==> src/rtl/core/nnta_pkg.sv <==
package nnta_pkg;

    localparam int MAX_TRACKS_DEF = 16;
    localparam int QUEUE_DEPTH    = 2;

    localparam logic [1:0] CMD_LOAD    = 2'd0;
    localparam logic [1:0] CMD_PREDICT = 2'd1;
    localparam logic [1:0] CMD_DETECT  = 2'd2;

    localparam logic [1:0] REG_TIME_STEP = 2'd0;
    localparam logic [1:0] REG_GATE_COST = 2'd1;

    localparam logic [15:0] TIME_STEP_RST = 16'd256;
    localparam logic [23:0] GATE_COST_RST = 24'd2559744;

    localparam logic signed [25:0] RANGE_MAX = 26'sd8388607;
    localparam logic signed [25:0] RANGE_MIN = -26'sd8388608;

    localparam logic KIND_PREDICT = 1'b0;
    localparam logic KIND_ASSOC   = 1'b1;

    typedef enum logic [1:0] {
        OP_LOAD,
        OP_PREDICT,
        OP_DETECT,
        OP_NONE
    } op_t;

    typedef struct packed {
        op_t                op;
        logic signed [23:0] range;
        logic signed [15:0] velocity;
    } item_t;

    typedef struct packed {
        logic        valid;
        logic [1:0]  index;
        logic [23:0] data;
    } cfg_wr_t;

    typedef struct packed {
        logic               valid;
        logic               kind;
        logic [4:0]         track_id;
        logic               matched;
        logic signed [23:0] predicted_range;
        logic [23:0]        best_cost;
        logic               last;
    } result_t;

    typedef enum logic [2:0] {
        ST_IDLE,
        ST_PRD_RD,
        ST_PRD_MUL,
        ST_PRD_ADD,
        ST_DET_RD,
        ST_DET_CMP,
        ST_DET_OUT
    } state_t;

endpackage

==> src/rtl/core/nnta_queue.sv <==
module nnta_queue
(
    input  logic           clk,
    input  logic           rst_n,
    input  logic           push,
    input  nnta_pkg::item_t push_item,
    input  logic           pop,
    output nnta_pkg::item_t head_item,
    output logic           empty,
    output logic           full
);

    localparam int PW = (nnta_pkg::QUEUE_DEPTH > 1) ? $clog2(nnta_pkg::QUEUE_DEPTH) : 1;
    localparam int CW = $clog2(nnta_pkg::QUEUE_DEPTH + 1);

    nnta_pkg::item_t slot_reg [nnta_pkg::QUEUE_DEPTH];
    logic [PW-1:0] wr_ptr_reg, wr_ptr_next;
    logic [PW-1:0] rd_ptr_reg, rd_ptr_next;
    logic [CW-1:0] fill_reg, fill_next;
    logic          do_push;
    logic          do_pop;

    assign empty     = (fill_reg == '0);
    assign full      = (fill_reg == CW'(nnta_pkg::QUEUE_DEPTH));
    assign do_push   = push && !full;
    assign do_pop    = pop && !empty;
    assign head_item = slot_reg[rd_ptr_reg];

    always_comb
    begin
        wr_ptr_next = wr_ptr_reg;
        rd_ptr_next = rd_ptr_reg;
        fill_next   = fill_reg;
        if (do_push)
        begin
            wr_ptr_next = (wr_ptr_reg == PW'(nnta_pkg::QUEUE_DEPTH - 1)) ? '0
                        : wr_ptr_reg + PW'(1);
        end
        if (do_pop)
        begin
            rd_ptr_next = (rd_ptr_reg == PW'(nnta_pkg::QUEUE_DEPTH - 1)) ? '0
                        : rd_ptr_reg + PW'(1);
        end
        if (do_push && !do_pop)
        begin
            fill_next = fill_reg + CW'(1);
        end
        else if (do_pop && !do_push)
        begin
            fill_next = fill_reg - CW'(1);
        end
    end

    always_ff @(posedge clk or negedge rst_n)
    begin
        if (!rst_n)
        begin
            wr_ptr_reg <= '0;
            rd_ptr_reg <= '0;
            fill_reg   <= '0;
        end
        else
        begin
            wr_ptr_reg <= wr_ptr_next;
            rd_ptr_reg <= rd_ptr_next;
            fill_reg   <= fill_next;
        end
    end

    always_ff @(posedge clk)
    begin
        if (do_push)
        begin
            slot_reg[wr_ptr_reg] <= push_item;
        end
    end

endmodule

==> src/rtl/core/nnta_front.sv <==
module nnta_front
(
    input  logic               clk,
    input  logic               rst_n,
    input  logic               start,
    input  logic [1:0]         cmd,
    input  logic signed [23:0] meas_range,
    input  logic signed [15:0] meas_velocity,
    output logic               busy,
    input  logic               q_full,
    output logic               q_push,
    output nnta_pkg::item_t    q_item
);

    logic            held_valid_reg, held_valid_next;
    nnta_pkg::item_t held_reg;
    nnta_pkg::op_t   op_class;
    logic            take;

    always_comb
    begin
        unique case (cmd)
            nnta_pkg::CMD_LOAD:    op_class = nnta_pkg::OP_LOAD;
            nnta_pkg::CMD_PREDICT: op_class = nnta_pkg::OP_PREDICT;
            nnta_pkg::CMD_DETECT:  op_class = nnta_pkg::OP_DETECT;
            default:               op_class = nnta_pkg::OP_NONE;
        endcase
    end

    assign busy   = held_valid_reg && q_full;
    assign take   = start && !busy;
    assign q_push = held_valid_reg && !q_full;
    assign q_item = held_reg;

    // unknown commands are taken and dropped here
    always_comb
    begin
        held_valid_next = held_valid_reg;
        if (q_push)
        begin
            held_valid_next = 1'b0;
        end
        if (take)
        begin
            held_valid_next = (op_class != nnta_pkg::OP_NONE);
        end
    end

    always_ff @(posedge clk or negedge rst_n)
    begin
        if (!rst_n)
        begin
            held_valid_reg <= 1'b0;
        end
        else
        begin
            held_valid_reg <= held_valid_next;
        end
    end

    always_ff @(posedge clk)
    begin
        if (take)
        begin
            held_reg.op       <= op_class;
            held_reg.range    <= meas_range;
            held_reg.velocity <= meas_velocity;
        end
    end

endmodule

==> src/rtl/core/nnta_back.sv <==
module nnta_back
#(
    parameter int MAX_TRACKS = nnta_pkg::MAX_TRACKS_DEF
)
(
    input  logic              clk,
    input  logic              rst_n,
    input  nnta_pkg::cfg_wr_t cfg_wr,
    input  logic              q_empty,
    input  nnta_pkg::item_t   q_head,
    output logic              q_pop,
    output nnta_pkg::result_t result
);

    localparam int IW = (MAX_TRACKS > 1) ? $clog2(MAX_TRACKS) : 1;
    localparam int CW = $clog2(MAX_TRACKS + 1);

    nnta_pkg::state_t state_reg, state_next;

    logic [15:0]        time_step_reg;
    logic [23:0]        gate_cost_reg;
    logic [CW-1:0]      count_reg;
    logic [IW-1:0]      idx_reg;
    logic [IW-1:0]      best_idx_reg;
    logic signed [23:0] det_range_reg;
    logic signed [15:0] det_vel_reg;
    logic [23:0]        best_reg;
    logic signed [23:0] best_pred_reg;
    logic               found_reg;
    logic signed [32:0] prod_reg;

    logic signed [23:0] range_mem [MAX_TRACKS];
    logic signed [15:0] vel_mem   [MAX_TRACKS];
    logic signed [23:0] pred_mem  [MAX_TRACKS];
    logic [MAX_TRACKS-1:0] pred_valid_reg;
    logic signed [23:0] range_rd_reg;
    logic signed [15:0] vel_rd_reg;
    logic signed [23:0] pred_rd_reg;
    logic               pred_vld_rd_reg;

    logic               is_last;
    logic               table_full;
    logic               tab_we;
    logic [IW-1:0]      tab_waddr;
    logic signed [23:0] tab_wrange;
    logic signed [15:0] tab_wvel;
    logic               pred_we;
    logic signed [25:0] pred_sum;
    logic signed [23:0] pred_sat;
    logic signed [23:0] pred_cur;
    logic signed [24:0] diff;
    logic [24:0]        diff_abs;
    logic [23:0]        cost;
    nnta_pkg::result_t  result_next;
    nnta_pkg::result_t  result_reg;

    assign is_last    = ((CW'(idx_reg) + CW'(1)) == count_reg);
    assign table_full = (count_reg == CW'(MAX_TRACKS));

    assign pred_sum = {{2{range_rd_reg[23]}}, range_rd_reg}
                    + {prod_reg[32], prod_reg[32:8]};
    assign pred_sat = (pred_sum > nnta_pkg::RANGE_MAX) ? 24'sh7FFFFF
                    : (pred_sum < nnta_pkg::RANGE_MIN) ? -24'sh800000
                    : pred_sum[23:0];

    assign pred_cur = pred_vld_rd_reg ? pred_rd_reg : 24'sd0;
    assign diff     = {det_range_reg[23], det_range_reg} - {pred_cur[23], pred_cur};
    assign diff_abs = diff[24] ? 25'(-diff) : 25'(diff);
    assign cost     = diff_abs[23:0];

    always_comb
    begin
        state_next = state_reg;
        unique case (state_reg)
            nnta_pkg::ST_IDLE:
            begin
                if (!q_empty)
                begin
                    unique case (q_head.op)
                        nnta_pkg::OP_PREDICT:
                            state_next = (count_reg == '0) ? nnta_pkg::ST_IDLE
                                       : nnta_pkg::ST_PRD_RD;
                        nnta_pkg::OP_DETECT:
                            state_next = (count_reg == '0) ? nnta_pkg::ST_DET_OUT
                                       : nnta_pkg::ST_DET_RD;
                        default:
                            state_next = nnta_pkg::ST_IDLE;
                    endcase
                end
            end
            nnta_pkg::ST_PRD_RD:  state_next = nnta_pkg::ST_PRD_MUL;
            nnta_pkg::ST_PRD_MUL: state_next = nnta_pkg::ST_PRD_ADD;
            nnta_pkg::ST_PRD_ADD:
                state_next = is_last ? nnta_pkg::ST_IDLE : nnta_pkg::ST_PRD_RD;
            nnta_pkg::ST_DET_RD:  state_next = nnta_pkg::ST_DET_CMP;
            nnta_pkg::ST_DET_CMP:
                state_next = is_last ? nnta_pkg::ST_DET_OUT : nnta_pkg::ST_DET_RD;
            nnta_pkg::ST_DET_OUT: state_next = nnta_pkg::ST_IDLE;
            default:              state_next = nnta_pkg::ST_IDLE;
        endcase
    end

    always_comb
    begin
        q_pop       = 1'b0;
        tab_we      = 1'b0;
        tab_waddr   = best_idx_reg;
        tab_wrange  = det_range_reg;
        tab_wvel    = det_vel_reg;
        pred_we     = 1'b0;
        result_next = '0;
        unique case (state_reg)
            nnta_pkg::ST_IDLE:
            begin
                q_pop = !q_empty;
                if (!q_empty && (q_head.op == nnta_pkg::OP_LOAD) && !table_full)
                begin
                    tab_we     = 1'b1;
                    tab_waddr  = count_reg[IW-1:0];
                    tab_wrange = q_head.range;
                    tab_wvel   = q_head.velocity;
                end
            end
            nnta_pkg::ST_PRD_ADD:
            begin
                pred_we                     = 1'b1;
                result_next.valid           = 1'b1;
                result_next.kind            = nnta_pkg::KIND_PREDICT;
                result_next.track_id        = 5'(CW'(idx_reg) + CW'(1));
                result_next.predicted_range = pred_sat;
                result_next.last            = is_last;
            end
            nnta_pkg::ST_DET_OUT:
            begin
                tab_we                      = found_reg;
                result_next.valid           = 1'b1;
                result_next.kind            = nnta_pkg::KIND_ASSOC;
                result_next.last            = 1'b1;
                if (found_reg)
                begin
                    result_next.track_id        = 5'(CW'(best_idx_reg) + CW'(1));
                    result_next.matched         = 1'b1;
                    result_next.predicted_range = best_pred_reg;
                    result_next.best_cost       = best_reg;
                end
            end
            default:
            begin
            end
        endcase
    end

    always_ff @(posedge clk or negedge rst_n)
    begin
        if (!rst_n)
        begin
            state_reg      <= nnta_pkg::ST_IDLE;
            time_step_reg  <= nnta_pkg::TIME_STEP_RST;
            gate_cost_reg  <= nnta_pkg::GATE_COST_RST;
            count_reg      <= '0;
            pred_valid_reg <= '0;
            result_reg     <= '0;
        end
        else
        begin
            state_reg  <= state_next;
            result_reg <= result_next;
            if (cfg_wr.valid && (cfg_wr.index == nnta_pkg::REG_TIME_STEP))
            begin
                time_step_reg <= cfg_wr.data[15:0];
            end
            if (cfg_wr.valid && (cfg_wr.index == nnta_pkg::REG_GATE_COST))
            begin
                gate_cost_reg <= cfg_wr.data;
            end
            if ((state_reg == nnta_pkg::ST_IDLE) && tab_we)
            begin
                count_reg <= count_reg + CW'(1);
            end
            if (pred_we)
            begin
                pred_valid_reg[idx_reg] <= 1'b1;
            end
        end
    end

    always_ff @(posedge clk)
    begin
        if (tab_we)
        begin
            range_mem[tab_waddr] <= tab_wrange;
            vel_mem[tab_waddr]   <= tab_wvel;
        end
        if (pred_we)
        begin
            pred_mem[idx_reg] <= pred_sat;
        end
        range_rd_reg    <= range_mem[idx_reg];
        vel_rd_reg      <= vel_mem[idx_reg];
        pred_rd_reg     <= pred_mem[idx_reg];
        pred_vld_rd_reg <= pred_valid_reg[idx_reg];
    end

    always_ff @(posedge clk)
    begin
        unique case (state_reg)
            nnta_pkg::ST_IDLE:
            begin
                idx_reg       <= '0;
                best_idx_reg  <= '0;
                found_reg     <= 1'b0;
                best_reg      <= gate_cost_reg;
                det_range_reg <= q_head.range;
                det_vel_reg   <= q_head.velocity;
            end
            nnta_pkg::ST_PRD_MUL:
            begin
                prod_reg <= vel_rd_reg * $signed({1'b0, time_step_reg});
            end
            nnta_pkg::ST_PRD_ADD:
            begin
                idx_reg <= idx_reg + IW'(1);
            end
            nnta_pkg::ST_DET_CMP:
            begin
                if (cost < best_reg)
                begin
                    best_reg      <= cost;
                    best_idx_reg  <= idx_reg;
                    best_pred_reg <= pred_cur;
                    found_reg     <= 1'b1;
                end
                idx_reg <= idx_reg + IW'(1);
            end
            default:
            begin
            end
        endcase
    end

    assign result = result_reg;

endmodule

==> src/rtl/core/nearest_neighbor_track_association.sv <==
// Nearest-neighbor track association, constant-velocity prediction.
// Input: a word is taken at a clock edge with start high and busy low.
//   cmd 0 loads a track (ignored when the table is full), 1 predicts all
//   tracks, 2 associates a detection, 3 is dropped. Words pass a holding
//   register and a two-word queue into the executor, so busy rises only
//   when both are occupied.
// Config: cfg_valid/cfg_ready write channel, cfg_ready always high.
//   Index 0 time_step, index 1 gate_cost; other indexes are ignored.
// Output: each result is shown for one cycle with result_valid high;
//   the receiver cannot stall, none is needed.
// Steps: a load is written from the idle state; a predict runs read,
//   multiply and add/saturate per track (one shared multiplier); a
//   detection runs read and compare per track, then the output state.
//   Results are registered. Tables are read through registered ports.
// Reset: track count zero, predictions read as zero via per-entry valid
//   bits, registers at dt = 1.0 and gate 9999.0.
module nearest_neighbor_track_association
#(
    parameter int MAX_TRACKS = nnta_pkg::MAX_TRACKS_DEF
)
(
    input  logic               clk,
    input  logic               rst_n,
    input  logic               start,
    output logic               busy,
    input  logic [1:0]         cmd,
    input  logic signed [23:0] meas_range,
    input  logic signed [15:0] meas_velocity,
    input  logic               cfg_valid,
    output logic               cfg_ready,
    input  logic [1:0]         cfg_index,
    input  logic [23:0]        cfg_data,
    output logic               result_valid,
    output logic               kind,
    output logic [4:0]         track_id,
    output logic               matched,
    output logic signed [23:0] predicted_range,
    output logic [23:0]        best_cost,
    output logic               last
);

    nnta_pkg::item_t   push_item;
    nnta_pkg::item_t   head_item;
    nnta_pkg::cfg_wr_t cfg_wr;
    nnta_pkg::result_t result;
    logic              q_push;
    logic              q_pop;
    logic              q_empty;
    logic              q_full;

    assign cfg_ready    = 1'b1;
    assign cfg_wr.valid = cfg_valid;
    assign cfg_wr.index = cfg_index;
    assign cfg_wr.data  = cfg_data;

    nnta_front u_front
    (
        .clk           (clk),
        .rst_n         (rst_n),
        .start         (start),
        .cmd           (cmd),
        .meas_range    (meas_range),
        .meas_velocity (meas_velocity),
        .busy          (busy),
        .q_full        (q_full),
        .q_push        (q_push),
        .q_item        (push_item)
    );

    nnta_queue u_queue
    (
        .clk       (clk),
        .rst_n     (rst_n),
        .push      (q_push),
        .push_item (push_item),
        .pop       (q_pop),
        .head_item (head_item),
        .empty     (q_empty),
        .full      (q_full)
    );

    nnta_back #(.MAX_TRACKS(MAX_TRACKS)) u_back
    (
        .clk     (clk),
        .rst_n   (rst_n),
        .cfg_wr  (cfg_wr),
        .q_empty (q_empty),
        .q_head  (head_item),
        .q_pop   (q_pop),
        .result  (result)
    );

    assign result_valid    = result.valid;
    assign kind            = result.kind;
    assign track_id        = result.track_id;
    assign matched         = result.matched;
    assign predicted_range = result.predicted_range;
    assign best_cost       = result.best_cost;
    assign last            = result.last;

endmodule
==> config.mk <==
export PLATFORM = sky130hd
export DESIGN_NAME = nearest_neighbor_track_association
export DESIGN_NICKNAME = d
export VERILOG_FILES = /design/src/rtl/core/nnta_pkg.sv /design/src/rtl/core/nnta_queue.sv /design/src/rtl/core/nnta_front.sv /design/src/rtl/core/nnta_back.sv /design/src/rtl/core/nearest_neighbor_track_association.sv
export SDC_FILE = /design/constraint.sdc
export NUM_CORES = 2
export LEC_CHECK = 0
export BUFFER_PORTS_ARGS = -buffer_cell sky130_fd_sc_hd__buf_2
export CAP_MARGIN = 10
export CELL_PAD_IN_SITES_DETAIL_PLACEMENT = 1
export CELL_PAD_IN_SITES_GLOBAL_PLACEMENT = 2
export CORE_ASPECT_RATIO = 1.2
export CORE_MARGIN = 1
export CORE_UTILIZATION = 30
export CTS_CLUSTER_SIZE = 10
export DETAILED_ROUTE_END_ITERATION = 16
export PLACE_DENSITY = 0.51
export SKIP_LAST_GASP = 1
export SYNTH_ARGS = -nofsm -noshare
export SYNTH_HDL_FRONTEND = slang
export SYNTH_SLANG_ARGS = --single-unit
==> constraint.sdc <==
create_clock -name clk -period 12.6 [get_ports clk]
set_input_delay 1.89 -clock clk [delete_from_list [all_inputs] [get_ports clk]]
set_output_delay 1.89 -clock clk [all_outputs]
set_load 0.005 [all_outputs]
==> metrics.md <==
| Metric | Value |
|---|---|
| Slowest cell on crit path | dfxtp_1 |
| WL final | about 200000 µm |
| Sequential fraction of the synthesis area | 64.7% |
| M3 GR Usage | 2.28% |
| First-pass GRT wire length | 286000 µm |
| Largest net degree at the start of global routing | 114 |
| Status | complete, no violations |
| Initial antenna violation count | 14 |
| Max Slew Vio Count | 0 |
| Hold path cells | 0 |
| Synth cell types | 80 |
| Worst r2r dst | u_back.prod_reg[32]$_DFFE_PP_ |
| # H-tree levels | 4 |
| CP dominant cell by count | fa_1 |
| Total congestion overflow | 0 |
| # Post-CTS Setup Buffers | 0 |
| DRC viols | 0 |
| Ratio of cells with drive above 1 in the final layout | 23.6% |
| Worst-case clock skew | 0.0328 ns |
| Slew @ Worst Pin | 1.22 ns |
| Critical-path cell list | nand2_1 > fa_1 > inv_1 > fa_1 > fa_1 > fa_1 > fa_1 > inv_1 > fa_1 > inv_1 > ha_1 > a21o_1 > a21o_1 > a21oi_1 > nor2b_1 > o21ai_0 > o21a_1 > a41oi_1 > o211ai_1 > a21oi_1 > xnor2_1 |
| # hold bufs at CTS | 0 |
| Slew HR | 17.9% |
| CTS Buf Count | 173 |
| Multi-input gate area | 21600 µm² |
| Synth Area in Simple Gates | 4.60% |
| Vias in the first global route | about 38000 |
| Syn. warnings | 0 |
| Met2 Usage GRT | 30.3% |
| Fmax | 143 MHz |
| Std cell rows | 188 |
| Die H | about 520 µm |
| Post-CTS resize count | 0 |
| Wire per inst | 28.0 µm |
| Worst Path Arrival | roughly 7.5 ns |
| Synth Area in XOR/XNOR | under 10% |
| Via density | a little under 5 |
| Area Overhead vs Synth | 15.0% |
| Fillers | roughly 22000 |
| Final setup violation count | 0 |
| R2R Path Start | u_back.vel_rd_reg[7]$_DFF_P_ |
| Reg clk slew, reported paths | 0.06 ns |
| Most common cell after layout, fill and taps aside | edfxtp_1 |
| Max clock buf depth | 3 |
| Adder-Cell Fraction of Synth Area | 9.78% |
| DRT Pass-1 Iters | 5 |
| Reg2Reg Depth | 21 |
| Top_reg_cell synth | edfxtp_1 |
| CP peak stage delay | between 0.8 and 0.9 ns |
| Worst endpoint required time | 13.15 ns |
| Max cap viols | 0 |
| Post-synth EDFFs | 1272 |
| Hold Path Class | flip-flop to flip-flop |
| GR Util All Layers | 18.1% |
| WHS Endpoint | u_queue.slot_reg[1][31]$_DFFE_PP_ |
| Starting DRT DRC Count | 2334 |
| GR Util met1 | about a quarter |
| IO Pins | 131 |
| Largest regs | u_back.pred_mem (384), u_back.range_mem (384), u_back.vel_mem (256) |
| Ys async rst share | around 8.6% |
| Final worst path period share | 55.3% |
| CP Class | flip-flop to flip-flop |
| CP Launch Type | flip-flop |
| Clk root buf | clkbuf_16 |
| Crit path max-delay family | adder cells |
| Vias | 34300 |
| Setup TNS | 0 ns |
| CP Capture Type | flip-flop |
| Seq cells post-synth | 1463 |
| Worst skew pair latency | a little over 0.8 ns |
| Mux contribution to synthesized area | 13.6% |
| Gpl congestion | 0.765 |
| Post-DP HPWL | 126000 µm |
| Busiest grt layer | met2 |
| R2R setup slack | 5.63 ns |
| DIE AREA | 222000 µm² |
| Post-synthesis compound-gate area fraction | under 10% |
| RSZ-0062 raised after global routing | no |
| Cells after Synth | 3858 |
| Core area | 219000 µm² |
| Sequential Area | ~43000 µm² |
| Layout Nets | 4573 |
| Final min period | roughly 7.0 ns |
| Starting Density | between 30 and 40% |
| CP Max Fanout | 16 |
| Min-Delay Startpoint | u_front.q_item[31]$_DFFE_PP_ |
| I/O Buffers | 129 |
| Main combinational cell family by area after synthesis | multiplexers |
| Antenna viol nets, final | 0 |
| Avg Cell Area, Syn | 17.1 µm² |
| Hold Vio Cnt, Final | 0 |
| Clock sinks | 1463 |
| Synth Net Count | 4328 |
| Most frequent cells in the layout | edfxtp_1 (1272), inv_1 (331), mux4_2 (325) |
| CTS tree | done |
| CP bufs+invs | 3 |
| Post-Syn Area | 65900 µm² |
| Chip width | 430 µm |
[worst reg2reg max path, delay by kind of cell (launching register included)]
family,cells,cell delay (ns)
XOR/XNOR,1,0.08
buffers and inverters,3,0.17
flip-flops,1,0.89
AND/OR/NAND/NOR,2,0.35
AO/OA/AOI/OAI,8,1.77
adder cells (fa/ha/maj),7,3.46
[area by class of cell]
class	instances	area share, %
Inverter	334	1.65
Sequential cell	1463	56.3
Tap cell	2850	4.71
Multi-Input combinational cell	1905	28.5
Antenna cell	6	0.0198
Clock inverter	27	0.512
Clock buffer	269	6.38
Timing Repair Buffer	226	1.87
[cell usage after synthesis (66+ instances only)]
library cell	n	area share [%]
and2_1	114	1.1
fa_1	195	5.9
edfxtp_1	1272	58
clkbuf_1	117	0.67
nor2_1	130	0.74
mux2_2	142	2.4
nand2_1	238	1.4
o21ai_0	66	0.50
inv_1	332	1.9
dfrtp_1	117	4.4
ha_1	203	3.9
a21oi_1	69	0.52
mux4_2	325	11
[stage by stage]
stage	instances	utilization, %	cell area (µm²)	setup slack, ns	hold WS (ns)
after floorplan	3858	-	65900	5.44	0.421
after global placement	6778	32.3	70500	5.60	0.428
after detailed placement	6778	32.3	70500	5.51	0.431
after CTS	7074	34.7	75800	5.47	0.448
after global routing	7075	34.7	75800	5.00	0.454
final	7080	34.7	75800	5.63	0.447
[worst max-delay path by stage]
| stage | end | from | cells past startpoint |
|---|---|---|---|
| 3_3_place_gp | u_back.best_reg[18]$_DFFE_PP_ | u_back.pred_vld_rd_reg$_DFF_P_ | 25 |
| 6_report | u_back.prod_reg[32]$_DFFE_PP_ | u_back.vel_rd_reg[7]$_DFF_P_ | 21 |
| 5_1_grt | u_back.best_reg[23]$_DFFE_PP_ | u_back.pred_vld_rd_reg$_DFF_P_ | 25 |
| 2_1_floorplan | u_back.best_idx_reg[0]$_SDFFCE_PN0P_ | u_back.pred_vld_rd_reg$_DFF_P_ | 20 |
| 4_1_cts | u_back.best_reg[7]$_DFFE_PP_ | u_back.pred_vld_rd_reg$_DFF_P_ | 25 |
| 3_5_place_dp | u_back.best_reg[21]$_DFFE_PP_ | u_back.pred_vld_rd_reg$_DFF_P_ | 25 |
[kinds of logic (layout without fill, tap and decap cells)]
kind of cell | count (synthesis) | count (layout)
simple gates | 629 | 629
buf+inv | 490 | 856
compound gates | 302 | 302
mux | 471 | 471
xor+xnor | 104 | 104
other cells | 1 | 7
fa+ha+maj | 398 | 398
flops | 1463 | 1463
[routing by layer]
metal  up-vias  share of wire [%]
met2       664                 49
met1     18500                 46
met4         0                1.8
met3       216                3.5
li1      14900                  -
met5         -                  0
Power is not shown: default switching activity piles up to over one toggle a cycle in this logic, so the estimate is an artifact.
